==> src/rtl/scfp_pkg.sv <==
package scfp_pkg;

  // content store sizing
  localparam int CONTENT_DEPTH = 64;
  localparam int IDX_W         = $clog2(CONTENT_DEPTH);
  localparam int COUNT_W       = $clog2(CONTENT_DEPTH + 1);
  localparam int RAM_AW        = IDX_W + 1;
  localparam int RAM_DEPTH     = 2 * (2 ** IDX_W);

  // frame bytes
  localparam logic [7:0] HDR_BYTE = 8'hFE;
  localparam logic [7:0] END_BYTE = 8'hFA;
  localparam logic [7:0] OVERHEAD = 8'd3;

  // front parse phases
  typedef enum logic [2:0] {
    PH_HEAD1 = 3'd0,
    PH_HEAD2 = 3'd1,
    PH_LEN   = 3'd2,
    PH_ID    = 3'd3,
    PH_CMD   = 3'd4,
    PH_DATA  = 3'd5,
    PH_END   = 3'd6
  } phase_t;

  // back drain states
  typedef enum logic [1:0] {
    BK_IDLE    = 2'd0,
    BK_ISSUE   = 2'd1,
    BK_CAPTURE = 2'd2
  } back_state_t;

  // one completed frame waiting to be drained
  typedef struct packed {
    logic [7:0]         id;
    logic [7:0]         cmd;
    logic [COUNT_W-1:0] count;
    logic               bank;
  } desc_t;

endpackage

==> src/rtl/scfp_ram.sv <==
module scfp_ram #(
  parameter int WIDTH = 8,
  parameter int DEPTH = 128
) (
  input  logic                     clk,
  input  logic                     we,
  input  logic [$clog2(DEPTH)-1:0] waddr,
  input  logic [WIDTH-1:0]         wdata,
  input  logic                     re,
  input  logic [$clog2(DEPTH)-1:0] raddr,
  output logic [WIDTH-1:0]         rdata
);

  logic [WIDTH-1:0] mem [DEPTH];

  // one write port, one registered read port
  always_ff @(posedge clk) begin
    if (we) begin
      mem[waddr] <= wdata;
    end
    if (re) begin
      rdata <= mem[raddr];
    end
  end

endmodule

==> src/rtl/scfp_front.sv <==
module scfp_front (
  input  logic                        clk,
  input  logic                        rst,
  input  logic                        in_valid,
  input  logic [7:0]                  rx_byte,
  output logic                        ram_we,
  output logic [scfp_pkg::RAM_AW-1:0] ram_waddr,
  output logic [7:0]                  ram_wdata,
  output logic                        desc_push,
  output scfp_pkg::desc_t             desc
);
  import scfp_pkg::*;

  phase_t             phase, phase_next;
  logic [7:0]         prev_byte, prev_byte_next;
  logic [7:0]         decl_len, decl_len_next;
  logic [7:0]         held_id, held_id_next;
  logic [7:0]         held_cmd, held_cmd_next;
  logic [COUNT_W-1:0] fill, fill_next;
  logic               wr_bank, wr_bank_next;

  // state registers
  always_ff @(posedge clk) begin
    if (rst) begin
      phase     <= PH_HEAD1;
      prev_byte <= '0;
      decl_len  <= '0;
      held_id   <= '0;
      held_cmd  <= '0;
      fill      <= '0;
      wr_bank   <= 1'b0;
    end else begin
      phase     <= phase_next;
      prev_byte <= prev_byte_next;
      decl_len  <= decl_len_next;
      held_id   <= held_id_next;
      held_cmd  <= held_cmd_next;
      fill      <= fill_next;
      wr_bank   <= wr_bank_next;
    end
  end

  // content goes to the bank the front currently owns
  assign ram_waddr = {wr_bank, fill[IDX_W-1:0]};
  assign ram_wdata = rx_byte;
  assign desc      = '{id: held_id, cmd: held_cmd, count: fill, bank: wr_bank};

  // frame parse
  always_comb begin
    phase_next     = phase;
    prev_byte_next = prev_byte;
    decl_len_next  = decl_len;
    held_id_next   = held_id;
    held_cmd_next  = held_cmd;
    fill_next      = fill;
    wr_bank_next   = wr_bank;
    ram_we         = 1'b0;
    desc_push      = 1'b0;
    if (in_valid) begin
      prev_byte_next = rx_byte;
      if (prev_byte == HDR_BYTE && rx_byte == HDR_BYTE) begin
        // double header restarts at the length byte
        phase_next = PH_LEN;
        fill_next  = '0;
      end else begin
        unique case (phase)
          PH_HEAD1: begin
            if (rx_byte == HDR_BYTE) phase_next = PH_HEAD2;
          end
          PH_HEAD2: begin
            phase_next = (rx_byte == HDR_BYTE) ? PH_LEN : PH_HEAD1;
          end
          PH_LEN: begin
            decl_len_next = rx_byte;
            fill_next     = '0;
            phase_next    = (rx_byte >= OVERHEAD) ? PH_ID : PH_HEAD1;
          end
          PH_ID: begin
            held_id_next = rx_byte;
            phase_next   = PH_CMD;
          end
          PH_CMD: begin
            held_cmd_next = rx_byte;
            phase_next    = (decl_len > OVERHEAD) ? PH_DATA : PH_END;
          end
          PH_DATA: begin
            if (fill < COUNT_W'(CONTENT_DEPTH)) begin
              ram_we    = 1'b1;
              fill_next = fill + COUNT_W'(1);
            end else begin
              phase_next = PH_HEAD1;
            end
            // declared content complete
            if (9'(fill_next) + 9'(OVERHEAD) >= 9'(decl_len)) phase_next = PH_END;
          end
          PH_END: begin
            if (rx_byte == END_BYTE) begin
              desc_push    = 1'b1;
              wr_bank_next = ~wr_bank;
            end
            phase_next = PH_HEAD1;
          end
          default: begin
            phase_next = PH_HEAD1;
          end
        endcase
      end
    end
  end

endmodule

==> src/rtl/scfp_fifo.sv <==
module scfp_fifo (
  input  logic            clk,
  input  logic            rst,
  input  logic            push,
  input  scfp_pkg::desc_t push_desc,
  input  logic            pop,
  output scfp_pkg::desc_t head,
  output logic            valid,
  output logic [1:0]      count
);
  import scfp_pkg::*;

  desc_t entries [2];
  logic  wr_ptr;
  logic  rd_ptr;

  // two-entry descriptor queue
  always_ff @(posedge clk) begin
    if (rst) begin
      wr_ptr <= 1'b0;
      rd_ptr <= 1'b0;
      count  <= 2'd0;
    end else begin
      if (push) wr_ptr <= ~wr_ptr;
      if (pop) rd_ptr <= ~rd_ptr;
      count <= count + 2'(push) - 2'(pop);
    end
  end

  always_ff @(posedge clk) begin
    if (push) begin
      entries[wr_ptr] <= push_desc;
    end
  end

  assign head  = entries[rd_ptr];
  assign valid = (count != 2'd0);

endmodule

==> src/rtl/scfp_back.sv <==
module scfp_back (
  input  logic                              clk,
  input  logic                              rst,
  input  logic                              desc_valid,
  input  scfp_pkg::desc_t                   desc_in,
  output logic                              desc_pop,
  output logic                              busy,
  output logic                              ram_re,
  output logic [scfp_pkg::RAM_AW-1:0]       ram_raddr,
  input  logic [7:0]                        ram_rdata,
  input  logic                              pop,
  output logic                              empty,
  output logic [7:0]                        frame_id,
  output logic [7:0]                        command,
  output logic [scfp_pkg::COUNT_W-1:0]      content_count,
  output logic [7:0]                        content_byte,
  output logic [scfp_pkg::IDX_W-1:0]        byte_index,
  output logic                              last
);
  import scfp_pkg::*;

  back_state_t      state, state_next;
  desc_t            cur;
  logic [IDX_W-1:0] idx;
  logic             out_valid;
  logic             out_take;
  logic             load;
  logic             is_last;

  assign out_take  = pop && out_valid;
  assign is_last   = (cur.count == '0) || (COUNT_W'(idx) + COUNT_W'(1) == cur.count);
  assign ram_raddr = {cur.bank, idx};
  assign busy      = (state != BK_IDLE);
  assign empty     = ~out_valid;

  // state register
  always_ff @(posedge clk) begin
    if (rst) begin
      state <= BK_IDLE;
    end else begin
      state <= state_next;
    end
  end

  // drain sequencer: read one stored byte, then place it in the output register
  always_comb begin
    state_next = state;
    desc_pop   = 1'b0;
    ram_re     = 1'b0;
    load       = 1'b0;
    unique case (state)
      BK_IDLE: begin
        if (desc_valid) begin
          desc_pop   = 1'b1;
          state_next = BK_ISSUE;
        end
      end
      BK_ISSUE: begin
        if (!out_valid || out_take) begin
          ram_re     = 1'b1;
          state_next = BK_CAPTURE;
        end
      end
      BK_CAPTURE: begin
        load       = 1'b1;
        state_next = is_last ? BK_IDLE : BK_ISSUE;
      end
      default: begin
        state_next = BK_IDLE;
      end
    endcase
  end

  // current frame and byte position
  always_ff @(posedge clk) begin
    if (desc_pop) begin
      cur <= desc_in;
      idx <= '0;
    end else if (load && !is_last) begin
      idx <= idx + IDX_W'(1);
    end
  end

  // output register valid
  always_ff @(posedge clk) begin
    if (rst) begin
      out_valid <= 1'b0;
    end else if (load) begin
      out_valid <= 1'b1;
    end else if (out_take) begin
      out_valid <= 1'b0;
    end
  end

  // output payload
  always_ff @(posedge clk) begin
    if (load) begin
      frame_id      <= cur.id;
      command       <= cur.cmd;
      content_count <= cur.count;
      content_byte  <= (cur.count == '0) ? 8'd0 : ram_rdata;
      byte_index    <= idx;
      last          <= is_last;
    end
  end

endmodule

==> src/rtl/serial_command_frame_parser.sv <==
// Serial command frame parser. Bytes are pushed one per accepted request and
// framed as FE FE len id cmd content... FA; a double FE anywhere restarts the
// frame. Content goes into a two-bank store of 2 x 64 bytes: the front fills
// one bank while the back drains the other, so full rises only while two
// completed frames are still being drained. The back reads each stored byte
// from the store and then places it in the output register, and it issues
// the next read only once that register is empty or being popped; a frame
// with no content gives a single request with content_byte and byte_index
// zero. The last request of each frame has last set.
module serial_command_frame_parser (
  input  logic                          clk,
  input  logic                          rst,
  input  logic                          push,
  output logic                          full,
  input  logic [7:0]                    rx_byte,
  output logic                          empty,
  input  logic                          pop,
  output logic [7:0]                    frame_id,
  output logic [7:0]                    command,
  output logic [scfp_pkg::COUNT_W-1:0]  content_count,
  output logic [7:0]                    content_byte,
  output logic [scfp_pkg::IDX_W-1:0]    byte_index,
  output logic                          last
);
  import scfp_pkg::*;

  logic              in_valid;
  logic              ram_we;
  logic [RAM_AW-1:0] ram_waddr;
  logic [7:0]        ram_wdata;
  logic              ram_re;
  logic [RAM_AW-1:0] ram_raddr;
  logic [7:0]        ram_rdata;
  logic              desc_push;
  desc_t             push_desc;
  logic              desc_pop;
  desc_t             head_desc;
  logic              desc_valid;
  logic [1:0]        desc_count;
  logic              back_busy;

  // both banks held by queued or draining frames
  assign full     = (desc_count + 2'(back_busy)) == 2'd2;
  assign in_valid = push && !full;

  scfp_front u_front (
    .clk       (clk),
    .rst       (rst),
    .in_valid  (in_valid),
    .rx_byte   (rx_byte),
    .ram_we    (ram_we),
    .ram_waddr (ram_waddr),
    .ram_wdata (ram_wdata),
    .desc_push (desc_push),
    .desc      (push_desc)
  );

  scfp_ram #(
    .WIDTH (8),
    .DEPTH (RAM_DEPTH)
  ) u_store (
    .clk   (clk),
    .we    (ram_we),
    .waddr (ram_waddr),
    .wdata (ram_wdata),
    .re    (ram_re),
    .raddr (ram_raddr),
    .rdata (ram_rdata)
  );

  scfp_fifo u_fifo (
    .clk       (clk),
    .rst       (rst),
    .push      (desc_push),
    .push_desc (push_desc),
    .pop       (desc_pop),
    .head      (head_desc),
    .valid     (desc_valid),
    .count     (desc_count)
  );

  scfp_back u_back (
    .clk           (clk),
    .rst           (rst),
    .desc_valid    (desc_valid),
    .desc_in       (head_desc),
    .desc_pop      (desc_pop),
    .busy          (back_busy),
    .ram_re        (ram_re),
    .ram_raddr     (ram_raddr),
    .ram_rdata     (ram_rdata),
    .pop           (pop),
    .empty         (empty),
    .frame_id      (frame_id),
    .command       (command),
    .content_count (content_count),
    .content_byte  (content_byte),
    .byte_index    (byte_index),
    .last          (last)
  );

endmodule
==> config.mk <==
export PLATFORM = sky130hd
export DESIGN_NAME = serial_command_frame_parser
export DESIGN_NICKNAME = d
export VERILOG_FILES = /design/src/rtl/scfp_pkg.sv /design/src/rtl/scfp_ram.sv /design/src/rtl/scfp_front.sv /design/src/rtl/scfp_fifo.sv /design/src/rtl/scfp_back.sv /design/src/rtl/serial_command_frame_parser.sv
export SDC_FILE = /design/constraint.sdc
export NUM_CORES = 1
export LEC_CHECK = 0
export BUFFER_PORTS_ARGS = -buffer_cell sky130_fd_sc_hd__buf_4
export CAP_MARGIN = 20
export CORE_MARGIN = 2
export CORE_UTILIZATION = 63
export CTS_CLUSTER_SIZE = 8
export DETAILED_ROUTE_END_ITERATION = 10
export HOLD_SLACK_MARGIN = 0.02
export PLACE_DENSITY = 0.82
export REMOVE_ABC_BUFFERS = 1
export SLEW_MARGIN = 15
export SYNTH_ARGS = -nofsm -noshare
export SYNTH_HDL_FRONTEND = slang
export SYNTH_HIERARCHICAL = 1
export SYNTH_SLANG_ARGS = --single-unit
export TNS_END_PERCENT = 100
==> constraint.sdc <==
create_clock -name clk -period 3.61 [get_ports clk]
set_input_delay 0.361 -clock clk [delete_from_list [all_inputs] [get_ports clk]]
set_output_delay 0.361 -clock clk [all_outputs]
set_load 0.005 [all_outputs]
Word level (Yosys, flattened, before mapping):

Memories as Yosys holds them, arrays and structs flattened. A register that Yosys moved wholly into a read port is not among the register bits.
Cells that the tools add are included.

* flip-flop bits (word level): 94
* RAM bits: 1072
* bits of input ports: 12
* output and inout port bits: 40
* word-level logic and storage cells: 114
* memories kept: 2

* add/subtract/negate cells: 7
* $lt $le $gt $ge: 4
* equal/unequal tests: 17
* muxes and demuxes: 37
* bitwise gates (word level): 5
* reduce and logical (&&, ||, !) cells: 23

Memory list
* u_store.mem: words 128, bits a word 8, rd ports 1, clocked after memory_dff 1, wr ports 1, RTL line scfp_ram.sv:14 `logic [WIDTH-1:0] mem [DEPTH];`
* u_fifo.entries: words 2, bits a word 24, rd ports 1, clocked after memory_dff 1, wr ports 1, RTL line scfp_fifo.sv:13 `desc_t entries [2];`

Operators by type and width (number)
* 7-bit 2-to-1 mux: 5
* 8-bit equality test (second input constant): 3
* 1-bit 2-to-1 mux: 20
* 3-bit case mux with 6 select lines: 1
* 7-bit case mux with 2 select lines: 1
* 3-bit 2-to-1 mux: 4
* 3-bit AND reduction: 4
* 2-bit 2-to-1 mux: 5
* 3-bit equality test (second input constant): 3
* 9-bit by 8-bit >= comparator with 1-bit output: 1
* 7-bit by 2-bit adder with 8-bit output (second input constant): 1
* 8-bit by 2-bit >= comparator with 1-bit output (second input constant): 1
* 8-bit by 2-bit greater-than comparator with 1-bit output (second input constant): 1
* 6-bit by 1-bit adder with 7-bit output (second input constant): 1
* 7-bit by 1-bit adder with 7-bit output (second input constant): 1
* 7-bit equality test: 1
* 7-bit zero test: 1
* 7-bit < comparator (second input constant): 1
* 6-bit by 1-bit adder with 6-bit output (second input constant): 1
* 3-bit by 2-bit equality test with 1-bit output (second input constant): 2
* 2-bit case mux with 3 select lines: 1
* 2-bit nonzero test: 3
* 1-bit inverter: 5
* 2-bit by 1-bit adder with 2-bit output: 2
* 16 further kinds: 24

Depth between registers and ports, before layout:

* depth in word-level cells: 11
* mapped depth: 15
* depth with buffers taken out: 14

Cells and area by module:

The synthesis kept the hierarchy.

Modules (own cells, without submodules)
* scfp_ram: times used 1, cells an instance 1635, area an instance 39745.6 µm², sequential area each 30989.7 µm²
* scfp_back: times used 1, cells an instance 146, area an instance 2527.4 µm², sequential area each 2042.0 µm²
* scfp_front: times used 1, cells an instance 281, area an instance 2422.3 µm², sequential area each 860.8 µm²
* scfp_fifo: times used 1, cells an instance 95, area an instance 2050.7 µm², sequential area each 1541.5 µm²
* serial_command_frame_parser: times used 1, cells an instance 4, area an instance 32.5 µm², sequential area each 0.0 µm²

Least setup slack after synthesis:

No wires, ideal clock.

* path type: flip-flop to flip-flop
* from: register u_back.state[1]
* to: memory u_fifo/entries[0][0] (netlist name), enable pin
* library setup time: 0.408 ns
* arrival: 2.804 ns
* data required time: 3.202 ns
* setup slack: 0.398 ns
* stages on the path, launching flop included: 10
* buffers on the path: 1
* period minus slack after synthesis: 3.212 ns
* cell sequence: dfxtp_1 > nor2_1 > inv_1 > ha_1 > xnor2_1 > o21a_1 > clkbuf_1 > nand4_1 > nor3_1 > nor2b_1

* cells in the longest elaborated chain, start to end: 8

Ends and longest elaborated chain
* from (decl): RTL line scfp_back.sv:22 `back_state_t state, state_next;`
* from (signal assigned): RTL line scfp_back.sv:41 `state <= state_next;`
* 2-bit nonzero test: RTL line scfp_back.sv:33 `assign busy = (state != BK_IDLE);`
* named net back_busy: RTL line serial_command_frame_parser.sv:40 `logic back_busy;`
* 2-bit by 1-bit adder with 2-bit output: RTL line serial_command_frame_parser.sv:43 `assign full = (desc_count + 2'(back_busy)) == 2'd2;`
* 2-bit equality test: RTL line serial_command_frame_parser.sv:43
* 1-bit zero test: RTL line serial_command_frame_parser.sv:44 `assign in_valid = push && !full;`
* 1-bit logical AND: RTL line serial_command_frame_parser.sv:44
* named net in_valid: RTL line serial_command_frame_parser.sv:27 `logic in_valid;`
* 1-bit 2-to-1 mux: RTL line scfp_front.sv:59 `if (in_valid) begin`
* named net desc_push: RTL line serial_command_frame_parser.sv:34 `logic desc_push;`
* 1-bit 2-to-1 mux: RTL line scfp_fifo.sv:31 `if (push) begin`
* 1-bit 2-to-1 mux (not written as such): RTL line scfp_fifo.sv:32 `entries[wr_ptr] <= push_desc;`
* to (decl): RTL line scfp_fifo.sv:13

The timed path passes the listed nets, and every way through them passes these cells.

==> impl_metrics.ini <==
[placement]
gp_congestion = 0.847
dp_cells = 3260
hpwlAfterDp_um = 65600
place_ws_ns = 0.311
port_buffers = 51
placed_area_sq_um = 49500

[timing]
fin_crit_ns = 3.47
setup_ws_ns = 0.142
tightest_slew_ns = 1.10
slew_headroom = 0.266
setup_viol = 0
skew_ns = 0.0485
hold_viol = 0
period_share = 0.961
hold_ws_ns = 0.0868
slew_violations = 0
max_clock_freq_ghz = 0.288

[detailed_routing]
vias_per_cell = 7.08
vias = 24700
post_drt_wl_per_cell_um = 35.2
postRouteAntennaNets = 0
firstDrtPassIters = 5
drc = 0
dr.first_iter.drc_count = 3813
routed_wl_um = 123000

[worst_setup_path]
worstSetupEndpointType = flip-flop
r2r_slack_ns = 0.14
cp_num_buf_inv = 1
crit_arrival_ns = 3.98
critPathMaxFanout = 19
worst_r2r_endpoint = u_store/rdata[3]
crit_family = multiplexers
worst-path-stages = 5
cpPeakStageDelay_ns = 0.72
start_kind = flip-flop
r2r_cells = 5
worst-setup-path-type = flip-flop to flip-flop
path_cells = buf_4 -> mux4_2 -> mux4_2 -> mux4_2 -> mux2_2
r2r-start = u_back/idx[0]
slowest_stage = dfxtp_4
cpMostUsedCell = mux4_2
cp_data_required_time_ns = 4.12

[clock_tree]
clk_latency_ns = 0.78
cts-root-buf = clkbuf_16
htreeDepth = 4
cts_buffer_depth = 3
post_cts_buffers = 0
clkTransAtPathRegs_ns = 0.05
cts_buffers = 167
cts_tree = built
clock_sinks = 1199

[power]
cellPowerDensity_nw_per_um2 = 645
switching_share = 0.248
leakagePower_nw = 17.4
p_switching_mw = 8.68
p_int_mw = 26.4
clkPwrFrac = 0.408
combPwrFrac = 0.140
seq_power_share = 0.452
vdd_drop_max_v = 0.000426

[logic_synthesis]
ys_ff_latch = 1199
syn_avg_cell_area_sq_um = 21.6
ys_top_cells_by_count = edfxtp_1 (1142), mux4_2 (336), nor2_1 (181), clkbuf_1 (57), dfxtp_1 (57)
synth.top_cell.area_share = 0.733
ys_types = 58
synth.most_common_cell = edfxtp_1
synthTopCellsByArea = edfxtp_1 (73%), mux4_2 (16%), dfxtp_1 (2.4%), nor2_1 (1.5%), mux2i_1 (0.81%)
synth_edf_count = 1142
async_flop_share = 0
synth_seq_area_share = 0.757
synth_ff_type = edfxtp_1
syn_area_sq_um = 46800
synth_warnings = 6
yosysTopAreaCell = edfxtp_1
synth_cells = 2161

[floorplan]
ioPinCount = 52
core_sq_um = 73200
dieHeight_um = 276
start_util = 0.639
num_rows = 99
die_x_um = 276
dieArea_sq_um = 76400

[min_path]
worstHoldStart = rst
hold_depth = 2
hold_path.class = primary input to flip-flop
worst_hold_path.endpoint = u_front/held_id[4]

[job]
max_cap_viol_count = 0

[grt]
grt.total_usage = 0.330
grt_first_pass_wirelength_um = 180000
antenna_found_initial = 4
grt_max_degree = 101
overflow = 0
first_global_vias = 25500

[finish]
layout.nets = 2498
final_cell_area_sq_um = 54300
drive_gt1_frac = 0.331
fillCellCount = 3512
final-instance-count-excl-fill = 3491
areaGrowthSynthToFinish_pct = 16.1
regArea_sq_um = 35400
multiInputGateArea_sq_um = 10600

[run_status]
outcome = finished, final reports clean
[flip-flops by register name, summed over array words and instances (netlist names), 8 cells and up, named ones only]
signal               flops
u_back/cur              23
u_front/held_id          8
u_store/rdata            8
u_back/command           8
u_front/prev_byte        8
u_store/mem           1024
u_front/decl_len         8
u_back/frame_id          8
u_back/content_byte      8
u_front/held_cmd         8
u_fifo/entries          48
[power by group through the flow]
stage	clock [mW]	combinational, mW	sequential, mW
2_1_floorplan	0	2.38	16.4
3_3_place_gp	0	4.55	16.1
3_5_place_dp	0	4.68	16.1
4_1_cts	14.4	4.88	15.8
5_1_grt	15.0	5.08	15.8
6_report	14.3	4.90	15.8
[worst max-delay path by stage]
stage / start / slack (ns) / endpoint
2_1_floorplan: u_back/idx[0] / -9.25 / u_back/idx[2]
3_3_place_gp: u_front/fill[0] / 0.28 / u_front/phase[1]
3_5_place_dp: u_back/idx[0] / 0.31 / u_store/rdata[2]
4_1_cts: u_front/fill[0] / 0.11 / u_front/phase[1]
5_1_grt: u_front/fill[6] / -0.02 / u_front/phase[1]
6_report: u_back/idx[0] / 0.14 / u_store/rdata[3]
[logic make-up (layout without fill, tap and decap cells)]
| kind of cell | after synthesis | after routing | synth area share |
|---|---|---|---|
| other | 0 | 1 | 0 |
| flip-flops | 1199 | 1199 | 0.757 |
| XOR/XNOR | 21 | 21 | 0.00423 |
| AND/OR/NAND/NOR | 326 | 326 | 0.0319 |
| buffers and inverters | 146 | 516 | 0.0156 |
| adder cells (fa/ha/maj) | 16 | 16 | 0.00417 |
| multiplexers | 407 | 407 | 0.179 |
| AO/OA/AOI/OAI | 46 | 46 | 0.00709 |
[cell type report]
class,instances,area share
sequential,1199,0.653
multi-input combinational,816,0.196
clock buffer,213,0.0801
timing repair buffer,269,0.0409
tap,959,0.0221
clock inverter,15,0.00698
inverter,19,0.00131
antenna,1,0.0000461
[layout by cell type, fill, tap and decap left out, types with 4 or more instances in the layout]
cell type and count:
a211oi_1 4, a21oi_1 7, a31oi_1 5, and2_1 10
and4b_1 4, buf_12 14, buf_4 252, clkbuf_1 46
clkbuf_16 167, clkinv_16 9, dfxtp_1 53, dfxtp_4 4
edfxtp_1 1142, ha_1 14, inv_1 19, mux2_2 13
mux2_4 20, mux2i_1 38, mux4_2 336, nand2_1 37
nand3_1 17, nand4_1 9, nor2_1 180, nor2b_1 16
nor3_1 19, nor3b_1 4, nor4_1 4, o21ai_0 11
or3_1 4, xnor2_1 15, xor2_1 5
[metal layers]
layer,up-vias,global-route usage,wire (um),part of all wire
met3,415,0.0756,14700,0.12
met2,2191,0.529,60700,0.49
met1,12600,0.440,41500,0.34
li1,9482,-,-,-
met5,-,0,46,0.00037
met4,6,0.153,5970,0.049
[stage by stage]
| step | TNS, ns | total power [mW] | utilization |
|---|---|---|---|
| 3_3_place_gp | 0 | 20.6 | 0.676 |
| 3_5_place_dp | 0 | 20.8 | 0.676 |
| 5_1_grt | -0.0190 | 35.9 | 0.742 |
| 4_1_cts | 0 | 35.2 | 0.741 |
| 2_1_floorplan | -156.93 | 18.8 | - |
| 6_report | 0 | 35.1 | 0.742 |
[repair_timing]
action	in CTS	in global routing
hold endpoints to repair	1	0
setup endpoints to repair	0	12
hold buffers	1	0
resized for setup	0	5
No activity file was read; power rests on OpenSTA's default activity.
